[src/rtl/core/overwriting_ring_queue_with_cursor_unit_assert.svh]
// ----------------------------------------------------------------------------
// Overwriting ring queue assertion macros
// Shared concurrent assertion forms for the ring queue modules.
// ----------------------------------------------------------------------------
`ifndef OVERWRITING_RING_QUEUE_WITH_CURSOR_UNIT_ASSERT_SVH
`define OVERWRITING_RING_QUEUE_WITH_CURSOR_UNIT_ASSERT_SVH

// Same-cycle implication, disabled while reset is high.
`define ORQ_ASSERT_IMP(label, clk, rst, ante, cons, msg) \
  label: assert property (@(posedge clk) disable iff (rst) (ante) |-> (cons)) \
    else $error(msg);

// Next-cycle implication, disabled while reset is high.
`define ORQ_ASSERT_NEXT(label, clk, rst, ante, cons, msg) \
  label: assert property (@(posedge clk) disable iff (rst) (ante) |=> (cons)) \
    else $error(msg);

`endif

[src/rtl/core/orq_pkg.sv]
// ----------------------------------------------------------------------------
// Ring queue package
// Operation codes, field widths and the word types shared by the queue files.
// ----------------------------------------------------------------------------
package orq_pkg;

  localparam int DATA_W = 32;
  localparam int OP_W   = 3;
  localparam int CAP_W  = 5;

  localparam logic [OP_W-1:0] OP_ENQUEUE = 3'd0;
  localparam logic [OP_W-1:0] OP_DEQUEUE = 3'd1;
  localparam logic [OP_W-1:0] OP_PREV    = 3'd2;
  localparam logic [OP_W-1:0] OP_NEXT    = 3'd3;
  localparam logic [OP_W-1:0] OP_CURRENT = 3'd4;

  localparam logic [CAP_W-1:0] CAP_RESET = 5'd16;

  typedef struct packed {
    logic [OP_W-1:0]   op;
    logic [DATA_W-1:0] data_in;
  } req_t;

  typedef struct packed {
    logic [DATA_W-1:0] data_out;
    logic              data_valid;
    logic              is_empty;
    logic              is_full;
  } rsp_t;

  // Result status carried from the control block to the output stage.
  typedef struct packed {
    logic data_valid;
    logic is_empty;
    logic is_full;
  } status_t;

endpackage

[src/rtl/core/orq_ram.sv]
// ----------------------------------------------------------------------------
// Ring queue slot RAM
// Simple dual-port RAM: one write port, one read port with registered data.
// ----------------------------------------------------------------------------
module orq_ram #(
  parameter int WIDTH = 32,
  parameter int DEPTH = 16
) (
  input  logic                                 clk,
  input  logic                                 we,
  input  logic [(DEPTH > 1 ? $clog2(DEPTH) : 1)-1:0] waddr,
  input  logic [WIDTH-1:0]                     wdata,
  input  logic [(DEPTH > 1 ? $clog2(DEPTH) : 1)-1:0] raddr,
  output logic [WIDTH-1:0]                     rdata
);

  logic [WIDTH-1:0] mem [DEPTH];

  always_ff @(posedge clk) begin
    if (we) begin
      mem[waddr] <= wdata;
    end
    rdata <= mem[raddr];
  end

endmodule

[src/rtl/core/orq_ctrl.sv]
// ----------------------------------------------------------------------------
// Ring queue control
// Front, rear, cursor and count registers, capacity register, the clearing
// sweep after reset, and the RAM addressing for each command.
// ----------------------------------------------------------------------------
`include "overwriting_ring_queue_with_cursor_unit_assert.svh"

module orq_ctrl #(
  parameter int DEPTH = 16
) (
  input  logic                                 clk,
  input  logic                                 rst,
  input  logic                                 start,
  input  logic [orq_pkg::OP_W-1:0]             op,
  input  logic                                 cfg_we,
  input  logic [orq_pkg::CAP_W-1:0]            cfg_data,
  output logic                                 busy,
  output logic                                 mem_we,
  output logic                                 mem_clr,
  output logic [(DEPTH > 1 ? $clog2(DEPTH) : 1)-1:0] mem_waddr,
  output logic [(DEPTH > 1 ? $clog2(DEPTH) : 1)-1:0] mem_raddr,
  output logic                                 done,
  output orq_pkg::status_t                     status
);

  localparam int IDX_W   = (DEPTH > 1) ? $clog2(DEPTH) : 1;
  localparam int CAP_W   = orq_pkg::CAP_W;
  localparam int CMP_W   = ((IDX_W > CAP_W) ? IDX_W : CAP_W) + 1;
  localparam int DCLAMP  = (DEPTH > 31) ? 31 : DEPTH;
  localparam logic [CAP_W-1:0] DEPTH_CAP = CAP_W'(DCLAMP);
  localparam logic [IDX_W-1:0] LAST_IDX  = IDX_W'(DEPTH - 1);

  logic [IDX_W-1:0] front, front_next;
  logic [IDX_W-1:0] rear, rear_next;
  logic [IDX_W-1:0] cursor, cursor_next;
  logic [CAP_W-1:0] count, count_next;
  logic [CAP_W-1:0] cap;
  logic             clr_active;
  logic [IDX_W-1:0] clr_addr;
  orq_pkg::status_t status_next;

  logic [CAP_W-1:0] eff_cap;
  logic             accept;
  logic [IDX_W-1:0] rd_idx;

  function automatic logic [IDX_W-1:0] step_fwd(input logic [IDX_W-1:0] i,
                                                input logic [CAP_W-1:0] c);
    logic [CMP_W-1:0] inc;
    inc = CMP_W'(i) + CMP_W'(1);
    step_fwd = (inc >= CMP_W'(c)) ? '0 : inc[IDX_W-1:0];
  endfunction

  function automatic logic [IDX_W-1:0] step_back(input logic [IDX_W-1:0] i,
                                                 input logic [CAP_W-1:0] c);
    logic [CAP_W-1:0] top;
    top = c - CAP_W'(1);
    step_back = (i == '0) ? IDX_W'(top) : i - IDX_W'(1);
  endfunction

  // Zero acts as one, anything past the store depth acts as the depth.
  assign eff_cap = (cap == '0) ? CAP_W'(1) : ((cap > DEPTH_CAP) ? DEPTH_CAP : cap);
  assign accept  = start & ~clr_active;
  assign busy    = clr_active;

  always_comb begin
    front_next  = front;
    rear_next   = rear;
    cursor_next = cursor;
    count_next  = count;
    rd_idx      = cursor;
    mem_we      = 1'b0;
    status_next.data_valid = 1'b0;
    if (accept) begin
      case (op)
        orq_pkg::OP_ENQUEUE: begin
          mem_we = 1'b1;
          if (count >= eff_cap) begin
            front_next = step_fwd(front, eff_cap);
          end else begin
            count_next = count + CAP_W'(1);
          end
          rear_next   = step_fwd(rear, eff_cap);
          cursor_next = rear_next;
        end
        orq_pkg::OP_DEQUEUE: begin
          rd_idx = front;
          if (count != '0) begin
            status_next.data_valid = 1'b1;
            front_next = step_fwd(front, eff_cap);
            count_next = count - CAP_W'(1);
          end
        end
        orq_pkg::OP_PREV: begin
          if (cursor != front) begin
            cursor_next = step_back(cursor, eff_cap);
            rd_idx      = cursor_next;
            status_next.data_valid = 1'b1;
          end
        end
        orq_pkg::OP_NEXT: begin
          if (cursor != rear) begin
            cursor_next = step_fwd(cursor, eff_cap);
            rd_idx      = cursor_next;
            status_next.data_valid = 1'b1;
          end
        end
        orq_pkg::OP_CURRENT: begin
          status_next.data_valid = 1'b1;
        end
        default: begin
        end
      endcase
    end
    status_next.is_empty = (count_next == '0);
    status_next.is_full  = (count_next == eff_cap);
  end

  // The sweep owns the write port until the store is zeroed.
  assign mem_clr   = clr_active;
  assign mem_waddr = clr_active ? clr_addr : rear;
  assign mem_raddr = rd_idx;

  always_ff @(posedge clk) begin
    if (rst) begin
      front      <= '0;
      rear       <= '0;
      cursor     <= '0;
      count      <= '0;
      cap        <= orq_pkg::CAP_RESET;
      clr_active <= 1'b1;
      clr_addr   <= '0;
      done       <= 1'b0;
    end else begin
      if (clr_active) begin
        clr_addr <= clr_addr + IDX_W'(1);
        if (clr_addr == LAST_IDX) begin
          clr_active <= 1'b0;
        end
      end
      if (cfg_we) begin
        cap    <= cfg_data;
        front  <= '0;
        rear   <= '0;
        cursor <= '0;
        count  <= '0;
      end else begin
        front  <= front_next;
        rear   <= rear_next;
        cursor <= cursor_next;
        count  <= count_next;
      end
      done <= accept;
    end
  end

  always_ff @(posedge clk) begin
    if (accept) begin
      status <= status_next;
    end
  end

  `ORQ_ASSERT_IMP(a_count_in_cap, clk, rst, 1'b1, count <= eff_cap, "count exceeds capacity")
  `ORQ_ASSERT_IMP(a_idx_in_cap, clk, rst, 1'b1,
    (CMP_W'(front) < CMP_W'(eff_cap)) && (CMP_W'(rear) < CMP_W'(eff_cap)) &&
    (CMP_W'(cursor) < CMP_W'(eff_cap)), "index outside ring")
  `ORQ_ASSERT_NEXT(a_done_after_accept, clk, rst, accept, done, "missing result strobe")
  `ORQ_ASSERT_NEXT(a_no_spurious_done, clk, rst, !accept, !done, "result without command")
  `ORQ_ASSERT_IMP(a_no_done_in_clear, clk, rst, clr_active, !done, "result during clear")

endmodule

[src/rtl/core/overwriting_ring_queue_with_cursor_unit.sv]
// ----------------------------------------------------------------------------
// Overwriting ring queue with browsing cursor
// Ring of words that overwrites its oldest entry when full, with a cursor
// that steps through the entries toward the front or the rear.
//
//   channel   signals                     direction  handshake
//   command   start, busy, req            in         start & !busy
//   result    done, rsp                   out        done, one cycle
//   config    cfg_valid, cfg_ready, cfg_data  in     cfg_valid & cfg_ready
//
// One command per cycle while busy is low; its result shows in the cycle after
// acceptance, set by the registered read port of the slot RAM.
// After reset the store is zeroed by a sweep over every slot with busy high;
// configuration writes are still taken then.
// The result strobe cannot be held off; cfg_ready is always high.
// ----------------------------------------------------------------------------
module overwriting_ring_queue_with_cursor_unit #(
  parameter int DEPTH      = 16,
  parameter int ITEM_WIDTH = 32
) (
  input  logic                          clk,
  input  logic                          rst,
  input  logic                          start,
  output logic                          busy,
  input  orq_pkg::req_t                 req,
  output logic                          done,
  output orq_pkg::rsp_t                 rsp,
  input  logic                          cfg_valid,
  output logic                          cfg_ready,
  input  logic [orq_pkg::CAP_W-1:0]     cfg_data
);

  localparam int IDX_W  = (DEPTH > 1) ? $clog2(DEPTH) : 1;
  localparam int DATA_W = orq_pkg::DATA_W;

  logic                  mem_we;
  logic                  mem_clr;
  logic [IDX_W-1:0]      mem_waddr;
  logic [IDX_W-1:0]      mem_raddr;
  logic [ITEM_WIDTH-1:0] mem_wdata;
  logic [ITEM_WIDTH-1:0] mem_rdata;
  logic [ITEM_WIDTH-1:0] item_in;
  logic [DATA_W-1:0]     word_out;
  orq_pkg::status_t      status;

  assign cfg_ready = 1'b1;

  // Fit the port word to the slot width both ways.
  generate
    if (ITEM_WIDTH >= DATA_W) begin : g_wide
      assign item_in  = ITEM_WIDTH'(req.data_in);
      assign word_out = mem_rdata[DATA_W-1:0];
    end else begin : g_narrow
      assign item_in  = req.data_in[ITEM_WIDTH-1:0];
      assign word_out = DATA_W'(mem_rdata);
    end
  endgenerate

  assign mem_wdata = mem_clr ? '0 : item_in;

  orq_ctrl #(
    .DEPTH (DEPTH)
  ) u_ctrl (
    .clk       (clk),
    .rst       (rst),
    .start     (start),
    .op        (req.op),
    .cfg_we    (cfg_valid & cfg_ready),
    .cfg_data  (cfg_data),
    .busy      (busy),
    .mem_we    (mem_we),
    .mem_clr   (mem_clr),
    .mem_waddr (mem_waddr),
    .mem_raddr (mem_raddr),
    .done      (done),
    .status    (status)
  );

  orq_ram #(
    .WIDTH (ITEM_WIDTH),
    .DEPTH (DEPTH)
  ) u_ram (
    .clk   (clk),
    .we    (mem_we | mem_clr),
    .waddr (mem_waddr),
    .wdata (mem_wdata),
    .raddr (mem_raddr),
    .rdata (mem_rdata)
  );

  always_comb begin
    rsp.data_out   = status.data_valid ? word_out : '0;
    rsp.data_valid = status.data_valid;
    rsp.is_empty   = status.is_empty;
    rsp.is_full    = status.is_full;
  end

endmodule

[config.mk]
export PLATFORM = sky130hd
export DESIGN_NAME = overwriting_ring_queue_with_cursor_unit
export DESIGN_NICKNAME = d
export VERILOG_FILES = /design/src/rtl/core/orq_pkg.sv /design/src/rtl/core/orq_ram.sv /design/src/rtl/core/orq_ctrl.sv /design/src/rtl/core/overwriting_ring_queue_with_cursor_unit.sv
export VERILOG_INCLUDE_DIRS = /design/src /design/src/rtl/core
export SDC_FILE = /design/constraint.sdc
export NUM_CORES = 1
export LEC_CHECK = 0
export BUFFER_PORTS_ARGS = -buffer_cell sky130_fd_sc_hd__buf_2
export CAP_MARGIN = 10
export CELL_PAD_IN_SITES_DETAIL_PLACEMENT = 0
export CELL_PAD_IN_SITES_GLOBAL_PLACEMENT = 1
export CORE_MARGIN = 5
export CORE_UTILIZATION = 58
export DETAILED_ROUTE_END_ITERATION = 10
export PLACE_DENSITY_LB_ADDON = 0.1
export SETUP_SLACK_MARGIN = 0.05
export SYNTH_ARGS = -nofsm -noshare
export SYNTH_HDL_FRONTEND = slang
export SYNTH_HIERARCHICAL = 1
export SYNTH_SLANG_ARGS = --single-unit
[constraint.sdc]
create_clock -name clk -period 12 [get_ports clk]
set_input_delay 1.8 -clock clk [delete_from_list [all_inputs] [get_ports clk]]
set_output_delay 1.8 -clock clk [all_outputs]
set_load 0.01 [all_outputs]
* Word level (Yosys, flattened, before mapping)
Memories as Yosys holds them, arrays and structs flattened. A register that Yosys moved wholly into a read port is not among the register bits.
Cells that the tools add are included.
Widths: inputs -> output; s select.
** Storage, ports and cells
- RAM bits :: 512
- Memories kept :: 1
- Input port bits :: 44
- Logic and storage cells :: 80
- Flip-flop bits (word level) :: 31
- Output and inout port bits :: 38
** Memory list
- u_ram.mem :: words 16, bits a word 32, read ports 1, clocked after memory_dff 1, wr ports 1, RTL line orq_ram.sv:17 : logic [WIDTH-1:0] mem [DEPTH];
** Operators by class
- Bitwise operators :: 3
- Multiplexer cells :: 31
- Equal/unequal tests :: 10
- Reductions and logical operators :: 11
- Magnitude comparators :: 5
- $add $sub $neg :: 8
** Operators by type and width (count)
- $mux 32 :: 2
- $mux 4 :: 10
- $mux 5 :: 5
- $pmux 4 s3 :: 2
- $ge 5x5->1 :: 4
- $add 4x1->5 const B :: 3
- $logic_not 5->1 :: 2
- $pmux 5 s2 :: 1
- $mux 1 :: 9
- $ne 4x4->1 :: 2
- $pmux 4 s2 :: 1
- $sub 4x1->4 const B :: 2
- $eq 3x2->1 const B :: 2
- $add 5x1->5 const B :: 1
- $eq 5x5->1 :: 1
- $gt 5x5->1 const B :: 1
- $reduce_bool 5->1 :: 1
- $sub 5x1->5 const B :: 1
- $add 4x1->4 const B :: 1
- $eq 4x4->1 const B :: 1
- $logic_not 4->1 :: 1
- $ne 2x1->1 const B :: 2
- $pmux 1 s4 :: 1
- $reduce_and 2->1 :: 2
- other kinds (10) :: 10

* Depth between registers and ports, before layout
- Depth in word-level cells :: 8
- Mapped depth :: 18
- Depth with buffers taken out :: 15

* Modules after synthesis
The synthesis kept the hierarchy.
** Modules (own cells, without submodules)
- orq_ram :: instances 1, cells an instance 838, area an instance 19835.3 um^2
- orq_ctrl :: instances 1, cells an instance 327, area an instance 2746.4 um^2
- overwriting_ring_queue_with_cursor_unit :: instances 1, cells an instance 73, area an instance 454.2 um^2

* Least setup slack after synthesis
No wires, ideal clock.
- Path kind :: input -> register
- Start :: input port req[33] (netlist bit)
- End :: memory u_ram.mem[0][0] (enable)
- Arrival :: 5.252 ns
- Cell stages on the path :: 7
- Setup slack :: 6.286 ns
- Path buffers :: 1
- Path through :: buf_6 -> nor3_4 -> nand2_4 -> clkinv_2 -> or2_1 -> or3b_2 -> nor3_1
** Between the ends
- Word-level cells in the longest chain between the ends :: 6
** Ends and longest elaborated chain
- start, declared :: RTL line overwriting_ring_queue_with_cursor_unit.sv:25 : input orq_pkg::req_t req,
- $logic_not 3->1 :: RTL line orq_ctrl.sv:74 : case (op)
- $mux 1 :: RTL line orq_ctrl.sv:74
- $mux 1 :: RTL line orq_ctrl.sv:73 : if (accept) begin
- via mem_we :: RTL line overwriting_ring_queue_with_cursor_unit.sv:36 : logic mem_we;
- $or 1x1->1 :: RTL line overwriting_ring_queue_with_cursor_unit.sv:84 : .we (mem_we | mem_clr),
- $mux 1 :: RTL line orq_ram.sv:20 : if (we) begin
- $mux 1 (implied by the code) :: RTL line orq_ram.sv:21 : mem[waddr] <= wdata;
- end, declared :: RTL line orq_ram.sv:17
The timed path passes the listed nets, and every way through them passes these cells.

* Worst setup path after layout
- Start :: register u_ctrl.cap[2]
- End :: register u_ram.rdata[10] (read register of u_ram.mem)
** Between the ends
- Word-level cells in the longest chain between the ends :: 8
- Elaborated cells between the ends (all ways) :: 12
- Those cells by class :: 1 x add/sub; 2 x order compare; 8 x mux; 1 x reduce/logical
** Ends and longest elaborated chain
- start, declared :: RTL line orq_ctrl.sv:37 : logic [CAP_W-1:0] cap;
- start signal, assigned :: RTL line orq_ctrl.sv:129 : cap <= orq_pkg::CAP_RESET;
- start signal, assigned :: RTL line orq_ctrl.sv:141 : cap <= cfg_data;
- $gt 5x5->1 :: RTL line orq_ctrl.sv:61 : assign eff_cap = (cap == '0) ? CAP_W'(1) : ((cap > DEPTH_CAP) ? DEPTH_CAP : cap);
- $mux 5 :: RTL line orq_ctrl.sv:61
- $mux 5 (*) :: RTL line orq_ctrl.sv:61
- $sub 4x1->4 / $ge 5x5->1 (equally long branches) :: RTL line orq_ctrl.sv:56, orq_ctrl.sv:50
- $mux 4, on equally long branches :: RTL line orq_ctrl.sv:57, orq_ctrl.sv:50
- $mux 4, on equally long branches :: RTL line orq_ctrl.sv:94, orq_ctrl.sv:101
- $pmux 4 s3 (*) :: RTL line orq_ctrl.sv:74
- $mux 4 (*) :: RTL line orq_ctrl.sv:73
- via mem_raddr[0] :: RTL line overwriting_ring_queue_with_cursor_unit.sv:39 : logic [IDX_W-1:0] mem_raddr;
- end, declared :: RTL line orq_ram.sv:14 : output logic [WIDTH-1:0] rdata
Mark *: on every way through the listed nets, which the timed path passes. The rest lies on a longest branch.
A chain may end at the register's enable or synchronous reset.

==> metrics.cfg <==
[synth]
synth-compound-area-share=0.04465
synthesis.instances=1238
ys_seq_area_frac=0.7235
synth_xor_xnor_area_share=0.009125
synthesis.area_per_instance_um2=18.61
post_synth_and_or_nand_nor_area_fraction=0.06013
synth_enable_flop_cells=515
postSynth.asyncResetShare=0
multiplexer_fraction_of_the_synthesized_cell_area=0.1306
ys_seq_elements=575
synthesis.area_um2=23040
predominant_post_synthesis_flop_cell=sky130_fd_sc_hd__edfxtp_1
yosysWarnings=6
synth_adder_area_share=0.01521
synth.net_count=1310
synth_top_family_by_area=multiplexers
yosys.cell_types.count=74

[critical_path]
worst-path-max-fanout=48
worstPathRequired_ns=12.51
r2r.worst_path.cells=16
critical_path_class=register to register
critPathLaunchType=register
crit_path_arrival_time_ns=5.86
capturing_element_type_of_the_critical_path=register
setup.worst_path.start=u_ctrl/cap[2]$_SDFFE_PP0P_
setup.reg_to_reg.worst_slack_ns=6.65
reg_to_reg_critical_path_startpoint=u_ctrl/cap[2]$_SDFFE_PP0P_
rr_endpoint=u_ram/rdata[10]$_DFF_P_

[grt]
grt.total_usage=0.2294
antenna_violations_before_repair=1
first_global_vias=11990
grt_pass1_wl_um=74600
grt_max_degree=66
overflow=0

[placement]
detailed_place_hpwl_um=26520
place_congestion=0.8098
port_buffers=80
dpl_worst_slack_ns=6.258
placed_cells=1807

[detailed_routing]
first_iter_violations=1142
routed_via_density=6.128
drt-wirelength-per-cell_um=25.96
post-route-drc-count=0
drt.antenna.violating_nets=0
vias=11720
detailedRoute.firstPassIterationCount=5
drt_wl_total_um=49650

[power]
leakage_nw=8.789
power.density_cell_area_nw_per_um2=157.4
max-vdd-ir-drop_v=0.0001229
totalPowerFinal_mw=4.087

[finish]
drive_above_1_share=0.2687
finalNonFillerCells=1913
insertedDiodeCount=0
multi_input_area_um2=6131
nFillCells=2692
final_nets=1413
area_overhead_vs_synth_pct=12.74
final-seq-area_um2=16670

[worst_hold_path]
hold_start=u_ctrl/cap[0]$_SDFFE_PP0P_
hold_path_class=register to register
hold_path_end=u_ctrl/cap[0]$_SDFFE_PP0P_
worst_hold_path.num_cells=2

[die]
core-area_um2=39550
die-width_um=209.3
die_area_um2=43800
dieHeight_um=209.3
placement_rows=73
ios=82
initial_utilization=0.5825

[clock_network]
post_cts_resize_count=0
clk_path_buf_depth=3
cts_hold_buf=0
tritoncts_num_sinks=575
numCtsBuffers=57
postCtsSetupBuffers=0
worst_setup_hold_path_clk_slew_ns=0.06
h_tree_lvls=2
cts_tree=done
ctsRootBufferMaster=sky130_fd_sc_hd__clkbuf_16
insertion_delay_ns=0.63

[run]
max-cap-violations=0

[sta]
max_freq_mhz=186.9
grt_setup_unrepaired=no
finalWorstSetupSlack_ns=6.651
max-slew-margin-rel=0.2619
layout_worst_path_cycle_share=0.4458
setup_viol=0
final_worst_path_period_need_ns=5.349
tightest_slew_ns=1.107
finClkSkew_ns=0.02728
timing_hold_violations_final=0
slew_violations=0
total_negative_setup_slack_ns=0

[run_status]
outcome=complete, no violations

-- cells in the final DEF, fill, tap and decap left out, types with 5 or more instances in the layout --
master	Yosys	routed
sky130_fd_sc_hd__a21oi_1	22	21
sky130_fd_sc_hd__a22oi_1	68	68
sky130_fd_sc_hd__and2_1	33	32
sky130_fd_sc_hd__buf_2	12	80
sky130_fd_sc_hd__buf_4	12	30
sky130_fd_sc_hd__bufinv_16	0	5
sky130_fd_sc_hd__clkbuf_1	25	6
sky130_fd_sc_hd__clkbuf_16	0	57
sky130_fd_sc_hd__clkinv_1	0	14
sky130_fd_sc_hd__clkinv_2	1	17
sky130_fd_sc_hd__dfxtp_1	60	59
sky130_fd_sc_hd__edfxtp_1	515	515
sky130_fd_sc_hd__ha_1	28	28
sky130_fd_sc_hd__inv_1	11	11
sky130_fd_sc_hd__mux2i_1	8	8
sky130_fd_sc_hd__mux4_2	128	128
sky130_fd_sc_hd__nand2_1	61	61
sky130_fd_sc_hd__nand2b_1	8	8
sky130_fd_sc_hd__nand3_1	9	9
sky130_fd_sc_hd__nor2_1	49	36
sky130_fd_sc_hd__nor2_4	0	13
sky130_fd_sc_hd__nor2b_1	40	38
sky130_fd_sc_hd__nor3_1	11	7
sky130_fd_sc_hd__o21ai_0	17	17
sky130_fd_sc_hd__xnor2_1	8	8
sky130_fd_sc_hd__xor2_1	16	16
-- area by class of cell --
| type | count | share of cell area |
|---|---|---|
| sequential | 575 | 0.6418 |
| multi-input combinational | 584 | 0.2361 |
| clock buffer | 64 | 0.05632 |
| tap | 525 | 0.02529 |
| timing repair buffer | 110 | 0.02409 |
| clock inverter | 42 | 0.01455 |
| inverter | 13 | 0.001927 |
-- worst max-delay path by stage --
stage                                 to  slack (ns)  cells after the start
6_report         u_ram/rdata[10]$_DFF_P_        6.65                     16
5_1_grt          u_ram/rdata[10]$_DFF_P_        6.16                     16
4_1_cts          u_ram/rdata[18]$_DFF_P_        6.60                     16
3_5_place_dp     u_ram/rdata[18]$_DFF_P_        6.26                     10
3_3_place_gp     u_ram/rdata[21]$_DFF_P_        6.38                     10
2_1_floorplan  u_ram/mem[0][0]$_DFFE_PP_        6.29                      7
-- report_power, final --
group | internal (mW) | switching (mW)
logic | 0.0523 | 0.0769
clock network | 0.990 | 0.744
registers | 2.21 | 0.0137
-- cell usage after synthesis (4+ instances only) --
master | count | area, µm²
sky130_fd_sc_hd__buf_2 | 12 | 60.06
sky130_fd_sc_hd__nand2b_1 | 8 | 50.05
sky130_fd_sc_hd__inv_1 | 11 | 41.29
sky130_fd_sc_hd__xnor2_1 | 8 | 70.07
sky130_fd_sc_hd__or3_1 | 4 | 25.02
sky130_fd_sc_hd__ha_1 | 28 | 350.3
sky130_fd_sc_hd__mux4_2 | 128 | 2883
sky130_fd_sc_hd__a21oi_1 | 22 | 110.1
sky130_fd_sc_hd__o21ai_0 | 17 | 85.08
sky130_fd_sc_hd__and2_1 | 33 | 206.5
sky130_fd_sc_hd__mux2_2 | 4 | 45.04
sky130_fd_sc_hd__buf_1 | 11 | 41.29
sky130_fd_sc_hd__edfxtp_1 | 515 | 15460
sky130_fd_sc_hd__a21o_1 | 4 | 30.03
sky130_fd_sc_hd__dfxtp_1 | 60 | 1201
sky130_fd_sc_hd__nand3_1 | 9 | 45.04
sky130_fd_sc_hd__buf_4 | 12 | 90.09
sky130_fd_sc_hd__mux2i_1 | 8 | 80.08
sky130_fd_sc_hd__clkbuf_1 | 25 | 93.84
sky130_fd_sc_hd__nor3_1 | 11 | 55.05
sky130_fd_sc_hd__xor2_1 | 16 | 140.1
sky130_fd_sc_hd__a31oi_1 | 4 | 25.02
sky130_fd_sc_hd__nand2_1 | 61 | 229.0
sky130_fd_sc_hd__a22oi_1 | 68 | 510.5
sky130_fd_sc_hd__nor3b_1 | 4 | 30.03
sky130_fd_sc_hd__nor2b_1 | 40 | 250.2
sky130_fd_sc_hd__nor2_1 | 49 | 183.9
-- state kept, by name, summed over array words and instances, names as in the netlist, 4 cells and up --
name             flops
u_ctrl/cap           5
u_ctrl/clr_addr      4
u_ram/mem          512
u_ram/rdata         32
u_ctrl/rear          4
u_ctrl/count         5
u_ctrl/front         4
u_ctrl/cursor        4
-- metrics by stage --
| stage | util | cell area, µm² | hold slack [ns] |
|---|---|---|---|
| floorplan | - | 23040 | 0.4786 |
| global placement | 0.6101 | 24130 | 0.5048 |
| detailed placement | 0.6101 | 24130 | 0.5064 |
| CTS | 0.6567 | 25970 | 0.5242 |
| global route | 0.6567 | 25970 | 0.5843 |
| finish | 0.6567 | 25970 | 0.5267 |
-- worst max-delay path, stage by stage (launching register included) --
cell	delay, ns
sky130_fd_sc_hd__dfxtp_1	0.39
sky130_fd_sc_hd__nor3_1	0.07
sky130_fd_sc_hd__o21ai_0	0.66
sky130_fd_sc_hd__inv_1	0.30
sky130_fd_sc_hd__ha_1	0.36
sky130_fd_sc_hd__nor2b_1	0.12
sky130_fd_sc_hd__o21ai_0	0.12
sky130_fd_sc_hd__a31oi_1	0.36
sky130_fd_sc_hd__nand2_1	0.09
sky130_fd_sc_hd__nand3_1	0.09
sky130_fd_sc_hd__nand4_1	0.16
sky130_fd_sc_hd__o211ai_1	0.17
sky130_fd_sc_hd__buf_4	0.54
sky130_fd_sc_hd__buf_4	0.85
sky130_fd_sc_hd__mux4_2	0.61
sky130_fd_sc_hd__a22oi_1	0.22
sky130_fd_sc_hd__nand2_1	0.09
-- metal layers --
layer | global-route usage | vias up | routed length (µm)
li1 | - | 5168 | -
met1 | 0.3304 | 6039 | 20280
met2 | 0.3794 | 441 | 24810
met3 | 0.03169 | 74 | 3549
met4 | 0.05806 | 0 | 1010
met5 | 0 | - | 0
-- cells by family after synthesis --
family                     count (synthesis)
DFF                                      575
muxes                                    140
adders and majority gates                 28
other                                      1
and+or+nand+nor                          250
AOI/OAI and AO/OA                        141
buffers and inverters                     79
xor gates and xnor gates                  24
No activity file was read; power rests on OpenSTA's default activity.
